===== src/rtl/core/rrt_pkg.sv =====
// Shared types and constants for the request retry tracker.
`timescale 1ns / 1ps

package rrt_pkg;

  localparam int unsigned DEPTH_DEF = 16;

  localparam int unsigned SEQ_W     = 6;
  localparam int unsigned ADDR_W    = 8;
  localparam int unsigned CNT_W     = 8;
  localparam int unsigned TMR_W     = 8;
  localparam int unsigned CFG_W     = 8;
  localparam int unsigned CFG_IDX_W = 1;
  localparam int unsigned STATUS_W  = 4;
  localparam int unsigned IDX_OUT_W = 4;

  localparam int unsigned S_TDATA_W = 16;
  localparam int unsigned S_TUSER_W = 2;
  localparam int unsigned M_TDATA_W = 8;

  typedef enum logic [S_TUSER_W-1:0] {
    ACT_SUBMIT   = 2'd0,
    ACT_RESPONSE = 2'd1,
    ACT_TICK     = 2'd2,
    ACT_SCAN     = 2'd3
  } action_e;

  typedef enum logic [STATUS_W-1:0] {
    ST_ACCEPTED  = 4'd0,
    ST_FULL      = 4'd1,
    ST_MATCHED   = 4'd2,
    ST_UNMATCHED = 4'd3,
    ST_TICKED    = 4'd4,
    ST_FIRST     = 4'd5,
    ST_RESEND    = 4'd6,
    ST_GIVEUP    = 4'd7,
    ST_IDLE      = 4'd8
  } status_e;

  typedef enum logic {
    FSM_IDLE,
    FSM_SWEEP
  } fsm_e;

  localparam logic [CFG_IDX_W-1:0] CFG_TIMEOUT_TICKS = 1'd0;
  localparam logic [CFG_IDX_W-1:0] CFG_TRY_LIMIT     = 1'd1;

  localparam logic [CFG_W-1:0] TIMEOUT_RST   = 8'd3;
  localparam logic [CFG_W-1:0] TRY_LIMIT_RST = 8'd5;

  localparam logic [TMR_W-1:0] TMR_MAX = '1;
  localparam logic [CNT_W-1:0] CNT_MAX = '1;

  typedef struct packed {
    logic [SEQ_W-1:0]  seq;
    logic [ADDR_W-1:0] addr;
    logic [CNT_W-1:0]  cnt;
    logic [TMR_W-1:0]  tmr;
  } entry_t;

  localparam int unsigned ENTRY_W = $bits(entry_t);

endpackage


===== src/rtl/core/request_retry_tracker_core.sv =====
// Request retry tracker: outstanding request table with timed resend.
//
//   port group    dir  beat contents
//   s_axis_*      in   tuser: action; tdata: seq, responder addr, queue ready
//   m_axis_*      out  tuser: status; tdata: entry index, sent; tlast: last
//   cfg_*         in   register write: timeout ticks (0), try limit (1)
//
// Every request sweeps the table through one RAM read port, one entry per cycle.
// A full sweep loads its result once every entry has been read, and the next request
// is taken after that load; a submit, match, first send or resend at entry k ends the
// sweep there. A give-up held ahead of a send goes out first and holds the sweep.
// The sweep holds while the result register is full and not taken.
// Reset empties the table at once; tag RAM contents need no clearing.
`timescale 1ns / 1ps

module request_retry_tracker_core #(
  parameter int unsigned TABLE_DEPTH = rrt_pkg::DEPTH_DEF
) (
  input  logic                           clk_i,
  input  logic                           rst_ni,
  input  logic                           cfg_we_i,
  input  logic [rrt_pkg::CFG_IDX_W-1:0]  cfg_idx_i,
  input  logic [rrt_pkg::CFG_W-1:0]      cfg_data_i,
  input  logic                           s_axis_tvalid,
  output logic                           s_axis_tready,
  // [5:0] sequence_number, [13:6] responder_address, [14] queue_ready, [15] zero
  input  logic [rrt_pkg::S_TDATA_W-1:0]  s_axis_tdata,
  // [1:0] action
  input  logic [rrt_pkg::S_TUSER_W-1:0]  s_axis_tuser,
  output logic                           m_axis_tvalid,
  input  logic                           m_axis_tready,
  // [3:0] table slot, [4] sent, [7:5] zero
  output logic [rrt_pkg::M_TDATA_W-1:0]  m_axis_tdata,
  // [3:0] status
  output logic [rrt_pkg::STATUS_W-1:0]   m_axis_tuser,
  output logic                           m_axis_tlast
);

  import rrt_pkg::*;

  localparam int unsigned IDX_W = $clog2(TABLE_DEPTH);
  localparam int unsigned PTR_W = $clog2(TABLE_DEPTH + 1);

  fsm_e                   state_q, state_d;
  action_e                act_q;
  logic [SEQ_W-1:0]       seq_q;
  logic [ADDR_W-1:0]      addr_q;
  logic                   qrdy_q;
  logic [CFG_W-1:0]       timeout_q;
  logic [CFG_W-1:0]       limit_q;
  logic [TABLE_DEPTH-1:0] occ_q;
  logic [PTR_W-1:0]       rd_cnt_q;
  logic                   ev_vld_q;
  logic [IDX_W-1:0]       ev_idx_q;
  logic                   pend_vld_q;
  logic [IDX_W-1:0]       pend_idx_q;
  logic                   out_vld_q;
  status_e                out_status_q;
  logic [IDX_OUT_W-1:0]   out_idx_q;
  logic                   out_sent_q;
  logic                   out_last_q;

  entry_t ev_ent;
  logic   accept;
  logic   rd_more;
  logic   occ_e;

  logic    r_emit, r_sent, r_done, r_giveup, r_wr, occ_set, occ_clr;
  status_e r_status;
  entry_t  r_wdata;

  logic out_free, flush, commit, advance, sweep_end, ram_re;

  logic    out_load;
  status_e out_status_d;
  logic [IDX_W-1:0] out_idx_sel;
  logic    out_sent_d, out_last_d;
  status_e end_status;
  logic [IDX_W+IDX_OUT_W-1:0] out_idx_ext;

  assign accept  = s_axis_tvalid && s_axis_tready;
  assign rd_more = rd_cnt_q < PTR_W'(TABLE_DEPTH);
  assign occ_e   = occ_q[ev_idx_q];

  rrt_ram #(
    .WIDTH (ENTRY_W),
    .DEPTH (TABLE_DEPTH)
  ) u_table (
    .clk_i   (clk_i),
    .we_i    (commit && r_wr),
    .waddr_i (ev_idx_q),
    .wdata_i (r_wdata),
    .re_i    (ram_re),
    .raddr_i (rd_cnt_q[IDX_W-1:0]),
    .rdata_o (ev_ent)
  );

  // per-entry evaluation
  always_comb begin
    r_emit   = 1'b0;
    r_status = ST_IDLE;
    r_sent   = 1'b0;
    r_done   = 1'b0;
    r_giveup = 1'b0;
    r_wr     = 1'b0;
    occ_set  = 1'b0;
    occ_clr  = 1'b0;
    r_wdata  = ev_ent;
    unique case (act_q)
      ACT_SUBMIT: begin
        if (!occ_e) begin
          r_emit        = 1'b1;
          r_status      = ST_ACCEPTED;
          r_sent        = qrdy_q;
          r_done        = 1'b1;
          r_wr          = 1'b1;
          occ_set       = 1'b1;
          r_wdata.seq   = seq_q;
          r_wdata.addr  = addr_q;
          r_wdata.cnt   = CNT_W'(qrdy_q);
          r_wdata.tmr   = '0;
        end
      end
      ACT_RESPONSE: begin
        if (occ_e && ev_ent.seq == seq_q && ev_ent.addr == addr_q) begin
          r_emit   = 1'b1;
          r_status = ST_MATCHED;
          r_done   = 1'b1;
          occ_clr  = 1'b1;
        end
      end
      ACT_TICK: begin
        if (occ_e && ev_ent.cnt != '0 && ev_ent.tmr != TMR_MAX) begin
          r_wr        = 1'b1;
          r_wdata.tmr = ev_ent.tmr + TMR_W'(1);
        end
      end
      ACT_SCAN: begin
        if (occ_e) begin
          if (ev_ent.cnt == '0) begin
            r_emit   = 1'b1;
            r_status = ST_FIRST;
            r_sent   = qrdy_q;
            r_done   = 1'b1;
            if (qrdy_q) begin
              r_wr        = 1'b1;
              r_wdata.cnt = CNT_W'(1);
              r_wdata.tmr = '0;
            end
          end else if (ev_ent.tmr >= timeout_q) begin
            if (ev_ent.cnt >= limit_q) begin
              r_giveup = 1'b1;
              occ_clr  = 1'b1;
            end else begin
              r_emit      = 1'b1;
              r_status    = ST_RESEND;
              r_sent      = qrdy_q;
              r_done      = 1'b1;
              r_wr        = 1'b1;
              r_wdata.tmr = '0;
              if (ev_ent.cnt != CNT_MAX) begin
                r_wdata.cnt = ev_ent.cnt + CNT_W'(1);
              end
            end
          end
        end
      end
    endcase
  end

  // sweep control; a pending give-up goes out before a first send or resend
  assign out_free  = !out_vld_q || m_axis_tready;
  assign flush     = ev_vld_q && out_free && pend_vld_q && r_done;
  assign commit    = ev_vld_q && out_free && !flush;
  assign advance   = (state_q == FSM_SWEEP) && (!ev_vld_q || commit) && !(commit && r_done);
  assign sweep_end = (state_q == FSM_SWEEP) && !ev_vld_q && !rd_more && out_free;
  assign ram_re    = advance && rd_more;

  always_comb begin
    state_d = state_q;
    unique case (state_q)
      FSM_IDLE: begin
        if (accept) begin
          state_d = FSM_SWEEP;
        end
      end
      FSM_SWEEP: begin
        if ((commit && r_done) || sweep_end) begin
          state_d = FSM_IDLE;
        end
      end
    endcase
  end

  always_comb begin
    unique case (act_q)
      ACT_SUBMIT:   end_status = ST_FULL;
      ACT_RESPONSE: end_status = ST_UNMATCHED;
      ACT_TICK:     end_status = ST_TICKED;
      ACT_SCAN:     end_status = ST_IDLE;
    endcase
  end

  // result register load
  always_comb begin
    out_load     = 1'b0;
    out_status_d = ST_GIVEUP;
    out_idx_sel  = pend_idx_q;
    out_sent_d   = 1'b0;
    out_last_d   = 1'b0;
    priority if (flush) begin
      out_load = 1'b1;
    end else if (commit && r_emit) begin
      out_load     = 1'b1;
      out_status_d = r_status;
      out_idx_sel  = ev_idx_q;
      out_sent_d   = r_sent;
      out_last_d   = 1'b1;
    end else if (commit && r_giveup && pend_vld_q) begin
      out_load = 1'b1;
    end else if (sweep_end) begin
      out_load   = 1'b1;
      out_last_d = 1'b1;
      if (!pend_vld_q) begin
        out_status_d = end_status;
        out_idx_sel  = '0;
      end
    end else begin
      out_load = 1'b0;
    end
  end

  assign out_idx_ext = {IDX_OUT_W'(0), out_idx_sel};

  always_ff @(posedge clk_i or negedge rst_ni) begin
    if (!rst_ni) begin
      state_q    <= FSM_IDLE;
      timeout_q  <= TIMEOUT_RST;
      limit_q    <= TRY_LIMIT_RST;
      occ_q      <= '0;
      rd_cnt_q   <= '0;
      ev_vld_q   <= 1'b0;
      pend_vld_q <= 1'b0;
      out_vld_q  <= 1'b0;
    end else begin
      state_q <= state_d;

      if (cfg_we_i) begin
        if (cfg_idx_i == CFG_TIMEOUT_TICKS) begin
          timeout_q <= cfg_data_i;
        end else if (cfg_idx_i == CFG_TRY_LIMIT) begin
          limit_q <= cfg_data_i;
        end
      end

      if (accept) begin
        rd_cnt_q <= '0;
        ev_vld_q <= 1'b0;
      end else if (advance) begin
        ev_vld_q <= rd_more;
        if (rd_more) begin
          rd_cnt_q <= rd_cnt_q + PTR_W'(1);
        end
      end else if (commit && r_done) begin
        ev_vld_q <= 1'b0;
      end

      if (commit && occ_set) begin
        occ_q[ev_idx_q] <= 1'b1;
      end else if (commit && occ_clr) begin
        occ_q[ev_idx_q] <= 1'b0;
      end

      if (accept || flush || sweep_end) begin
        pend_vld_q <= 1'b0;
      end else if (commit && r_giveup) begin
        pend_vld_q <= 1'b1;
      end

      if (out_load) begin
        out_vld_q <= 1'b1;
      end else if (m_axis_tready) begin
        out_vld_q <= 1'b0;
      end
    end
  end

  always_ff @(posedge clk_i) begin
    if (accept) begin
      act_q  <= action_e'(s_axis_tuser);
      seq_q  <= s_axis_tdata[5:0];
      addr_q <= s_axis_tdata[13:6];
      qrdy_q <= s_axis_tdata[14];
    end
    if (ram_re) begin
      ev_idx_q <= rd_cnt_q[IDX_W-1:0];
    end
    if (commit && r_giveup) begin
      pend_idx_q <= ev_idx_q;
    end
    if (out_load) begin
      out_status_q <= out_status_d;
      out_idx_q    <= out_idx_ext[IDX_OUT_W-1:0];
      out_sent_q   <= out_sent_d;
      out_last_q   <= out_last_d;
    end
  end

  assign s_axis_tready = (state_q == FSM_IDLE);
  assign m_axis_tvalid = out_vld_q;
  assign m_axis_tdata  = {3'b000, out_sent_q, out_idx_q};
  assign m_axis_tuser  = out_status_q;
  assign m_axis_tlast  = out_last_q;

  a_pend_only_scan : assert property (@(posedge clk_i) disable iff (!rst_ni)
    pend_vld_q |-> (act_q == ACT_SCAN))
    else $error("pending give-up outside a service scan");

  a_done_no_pend : assert property (@(posedge clk_i) disable iff (!rst_ni)
    (commit && r_done) |-> !pend_vld_q)
    else $error("final result committed ahead of a pending give-up");

  a_occ_idle_stable : assert property (@(posedge clk_i) disable iff (!rst_ni)
    (state_q == FSM_IDLE) |=> (occ_q == $past(occ_q)))
    else $error("table occupancy changed while idle");

endmodule


===== src/rtl/core/rrt_ram.sv =====
// Generic single write port RAM with registered read.
`timescale 1ns / 1ps

module rrt_ram #(
  parameter int unsigned WIDTH = 8,
  parameter int unsigned DEPTH = 16
) (
  input  logic                     clk_i,
  input  logic                     we_i,
  input  logic [$clog2(DEPTH)-1:0] waddr_i,
  input  logic [WIDTH-1:0]         wdata_i,
  input  logic                     re_i,
  input  logic [$clog2(DEPTH)-1:0] raddr_i,
  output logic [WIDTH-1:0]         rdata_o
);

  logic [WIDTH-1:0] mem_q [DEPTH];
  logic [WIDTH-1:0] rdata_q;

  always_ff @(posedge clk_i) begin
    if (we_i) begin
      mem_q[waddr_i] <= wdata_i;
    end
    if (re_i) begin
      rdata_q <= mem_q[raddr_i];
    end
  end

  assign rdata_o = rdata_q;

endmodule

===== config.mk =====
export PLATFORM = sky130hd
export DESIGN_NAME = request_retry_tracker_core
export DESIGN_NICKNAME = d
export VERILOG_FILES = /design/src/rtl/core/rrt_pkg.sv /design/src/rtl/core/request_retry_tracker_core.sv /design/src/rtl/core/rrt_ram.sv
export SDC_FILE = /design/constraint.sdc
export NUM_CORES = 1
export LEC_CHECK = 0
export BUFFER_PORTS_ARGS = -buffer_cell sky130_fd_sc_hd__clkbuf_2
export CORE_ASPECT_RATIO = 1.1
export CORE_MARGIN = 10
export CORE_UTILIZATION = 56
export DETAILED_ROUTE_END_ITERATION = 12
export GPL_TIMING_DRIVEN = 0
export PLACE_DENSITY_LB_ADDON = 0.15
export SYNTH_ARGS = -nofsm -noshare
export SYNTH_HDL_FRONTEND = slang
export SYNTH_SLANG_ARGS = --single-unit

===== constraint.sdc =====
create_clock -name clk_i -period 5.8 [get_ports clk_i]
set_clock_uncertainty 0.15 [all_clocks]
set_input_delay 0.58 -clock clk_i [delete_from_list [all_inputs] [get_ports clk_i]]
set_output_delay 0.58 -clock clk_i [all_outputs]
set_load 0.02 [all_outputs]

==> results.ini <==
[outcome]
status = complete, but fails checks
violations = hold timing

[clocking]
clk_latency_ps = 630
cts_num_sinks = 586
clk_pin_slew_worst_paths_ps = 60
post_cts_buffers = 0
cts_made_buffers = 57
clock_path_buffers = 3
h-tree-depth = 2
cts_tree = done
cts-root-buf = clkbuf_16

[synthesis]
yosysTopAreaCell = edfxtp_1
syn_area_per_cell_um2 = 19.3
yosys_most_used_dff = edfxtp_1
postSynthCellCount = 1234
synth_edf_count = 545
seq_area_frac_synth = 0.732
ys_ff_latch = 586
async_flop_share = 0.0700
synth_top_cell_area_share = 0.688
netlist_top_cells_area = edfxtp_1, mux4_2, dfrtp_1
synth_area_mm2 = 0.0238
synthDistinctLibCells = 61
yosysWarnings = 0

[routing]
drt-vias-per-instance = 6.16
drt-total-wl_um = 55700
drt-initial-drc-count = 1322
dr.pass1.iters = 5
num_vias = 12400
routedWlPerCell_um = 27.6
ant_nets = 0
drc = 0

[hold_path]
hold_path_class = input port to async pin

[finish]
final_area_mm2 = 0.0275
drive_gt1_frac = 0.265
fin_util = 0.653
synthToLayoutAreaGrowth_pct = 15.6
finalNetCount = 1456
n_antenna_cell = 0

[grt]
grt_overflow_total = 0
antenna_found_initial = 0
grt_util_all_layers = 0.221
grt_pass1_vias = 12800
grt_max_degree = 42
grt_pass1_wl_um = 83200

[floorplanning]
die_h_um = 236
initial_utilization = 0.565
io_pins = 47
die-area_mm2 = 0.0511
die_w_um = 216
rows = 79
core_mm2 = 0.0421

[timing]
max_freq_mhz = 209
slew-limit-headroom = 0.0934
drv_slew = 0
fin_crit_sh = 0.824
rsz0062_at_grt = no
finalHoldViolations = 9
whs_ps = -9.59
setup_violations = 0
worstMarginPinSlew_ps = 1360
min_period_ps = 4780

[power_and_ir_drop]
peakVddDrop_v = 0.000313
finalPower_mw = 14.2
p_per_area_mw_per_mm2 = 518
p_leak_nw = 9.19

[critical_path]
cp_cell_sequence = inv_1 > ha_1 > nand2b_1 > a2111o_1 > a31oi_1 > nor2b_1 > o211ai_1 > a211o_1 > o2111ai_2 > buf_2 > nor3_2 > buf_6 > buf_6
critPathSlowestCell = nor3_2
critPathKind = flop to flop
crit_top_cell = buf_6
cp_max_fo = 10
worstPathArrival_ps = 4930
cp-start-kind = flop
worstPathRequired_ps = 5950
crit_path_end_kind = flop
max_stage_delay_ps = 790

[placed_design]
place_congestion = 0.886
portBuffers = 42
placed_cell_area_mm2 = 0.0254
hpwl_um = 36300

[run]
drv_cap = 0

-- what timing repair did --
action	CTS	global route
hold buffers	17	0
gates resized for setup	0	0
hold endpoints to repair	17	0
-- sequential cells by signal, indices dropped and copies added, names as in the netlist, named ones only --
register	flops
seq_q	6
m_axis_tlast	1
m_axis_tvalid	1
pend_vld_q	1
timeout_q	8
ev_idx_q	4
m_axis_tuser	4
addr_q	8
out_idx_q	4
rd_cnt_q	5
state_q	1
ev_vld_q	1
limit_q	8
qrdy_q	1
u_table.mem_q	480
act_q	2
u_table.rdata_o	30
out_sent_q	1
pend_idx_q	4
-- layer usage --
metal,part of all wire,global-route usage
met3,0.068,0.0348
met5,0,0
met4,0.023,0.0670
met1,0.39,0.293
met2,0.51,0.373
-- through the flow --
step                      setup slack [ps]  TNS [ps]  std cells
after CTS                             1040         0       2015
after detailed placement              1060         0       1891
final                                 1020         0       2015
after floorplan                      -14.1     -1250       1236
after global routing                   759         0       2015
after global placement               -4680   -879260       1845
-- Yosys cell counts, types with 11 or more instances --
cell type / count
edfxtp_1: 545
mux4_2: 150
nand2_1: 97
dfrtp_1: 37
inv_1: 35
o21ai_0: 35
clkbuf_1: 34
nor2_1: 34
ha_1: 24
nand4_1: 24
buf_1: 17
mux2_2: 16
a21oi_1: 15
a31oi_1: 13
nand3_1: 13
mux2i_1: 11
-- final cells by class --
type	count	area, um2
fill	2850	14600
buffer	66	295
timing repair buffer	105	930
inverter	35	131
sequential	586	17400
tap	567	709
multi-input combinational	549	6070
clock buffer	70	1520
clock inverter	37	439
-- logic make-up after synthesis --
| family | Yosys count | synth area share |
|---|---|---|
| DFF | 586 | 0.732 |
| and+or+nand+nor | 218 | 0.0434 |
| muxes | 186 | 0.159 |
| AOI/OAI and AO/OA | 104 | 0.0304 |
| buffers and inverters | 101 | 0.0179 |
| adders and majority gates | 24 | 0.0126 |
| xor gates and xnor gates | 14 | 0.00516 |
| other | 1 | 0.000158 |
-- worst paths after layout --
kind                                          from                    to  slack (ps)  cells past startpoint
worst min-delay path                        rst_ni             async pin         -10                      1
max in group asynchronous                   rst_ni            limit_q[3]        4800                      1
worst max-delay path            u_table.rdata_o[0]  u_table.mem_q[7][13]        1020                     13
min in group clk_i                   cfg_data_i[6]          timeout_q[6]          40                      3
worst max register to register  u_table.rdata_o[0]  u_table.mem_q[7][13]        1020                     13
worst min register to register         rd_cnt_q[2]           ev_idx_q[2]         300                      0
-- power by group --
| group | leakage, nW | internal (mW) | switching (mW) |
|---|---|---|---|
| Combinational | 2.76 | 1.62 | 2.65 |
| Sequential | 5.48 | 5.83 | 0.273 |
| Clock | 0.947 | 2.30 | 1.56 |
-- cells in the final DEF (no fill, tap or decap), types with 24 or more instances in the layout --
| master | n |
|---|---|
| buf_4 | 25 |
| clkbuf_1 | 45 |
| clkbuf_16 | 59 |
| clkbuf_2 | 43 |
| dfrtp_1 | 37 |
| edfxtp_1 | 545 |
| ha_1 | 24 |
| inv_1 | 35 |
| mux4_2 | 150 |
| nand2_1 | 97 |
| nand4_1 | 24 |
| nor2_1 | 26 |
| o21ai_0 | 29 |
-- critical path: cells and delay by family, from the launching register on --
family | cells | cell delay (ps)
flip-flops | 1 | 450
AO/OA/AOI/OAI | 5 | 1590
buffers and inverters | 4 | 980
AND/OR/NAND/NOR | 3 | 1050
adder cells (fa/ha/maj) | 1 | 230
Note: power is estimated with default switching activity, not from simulation.
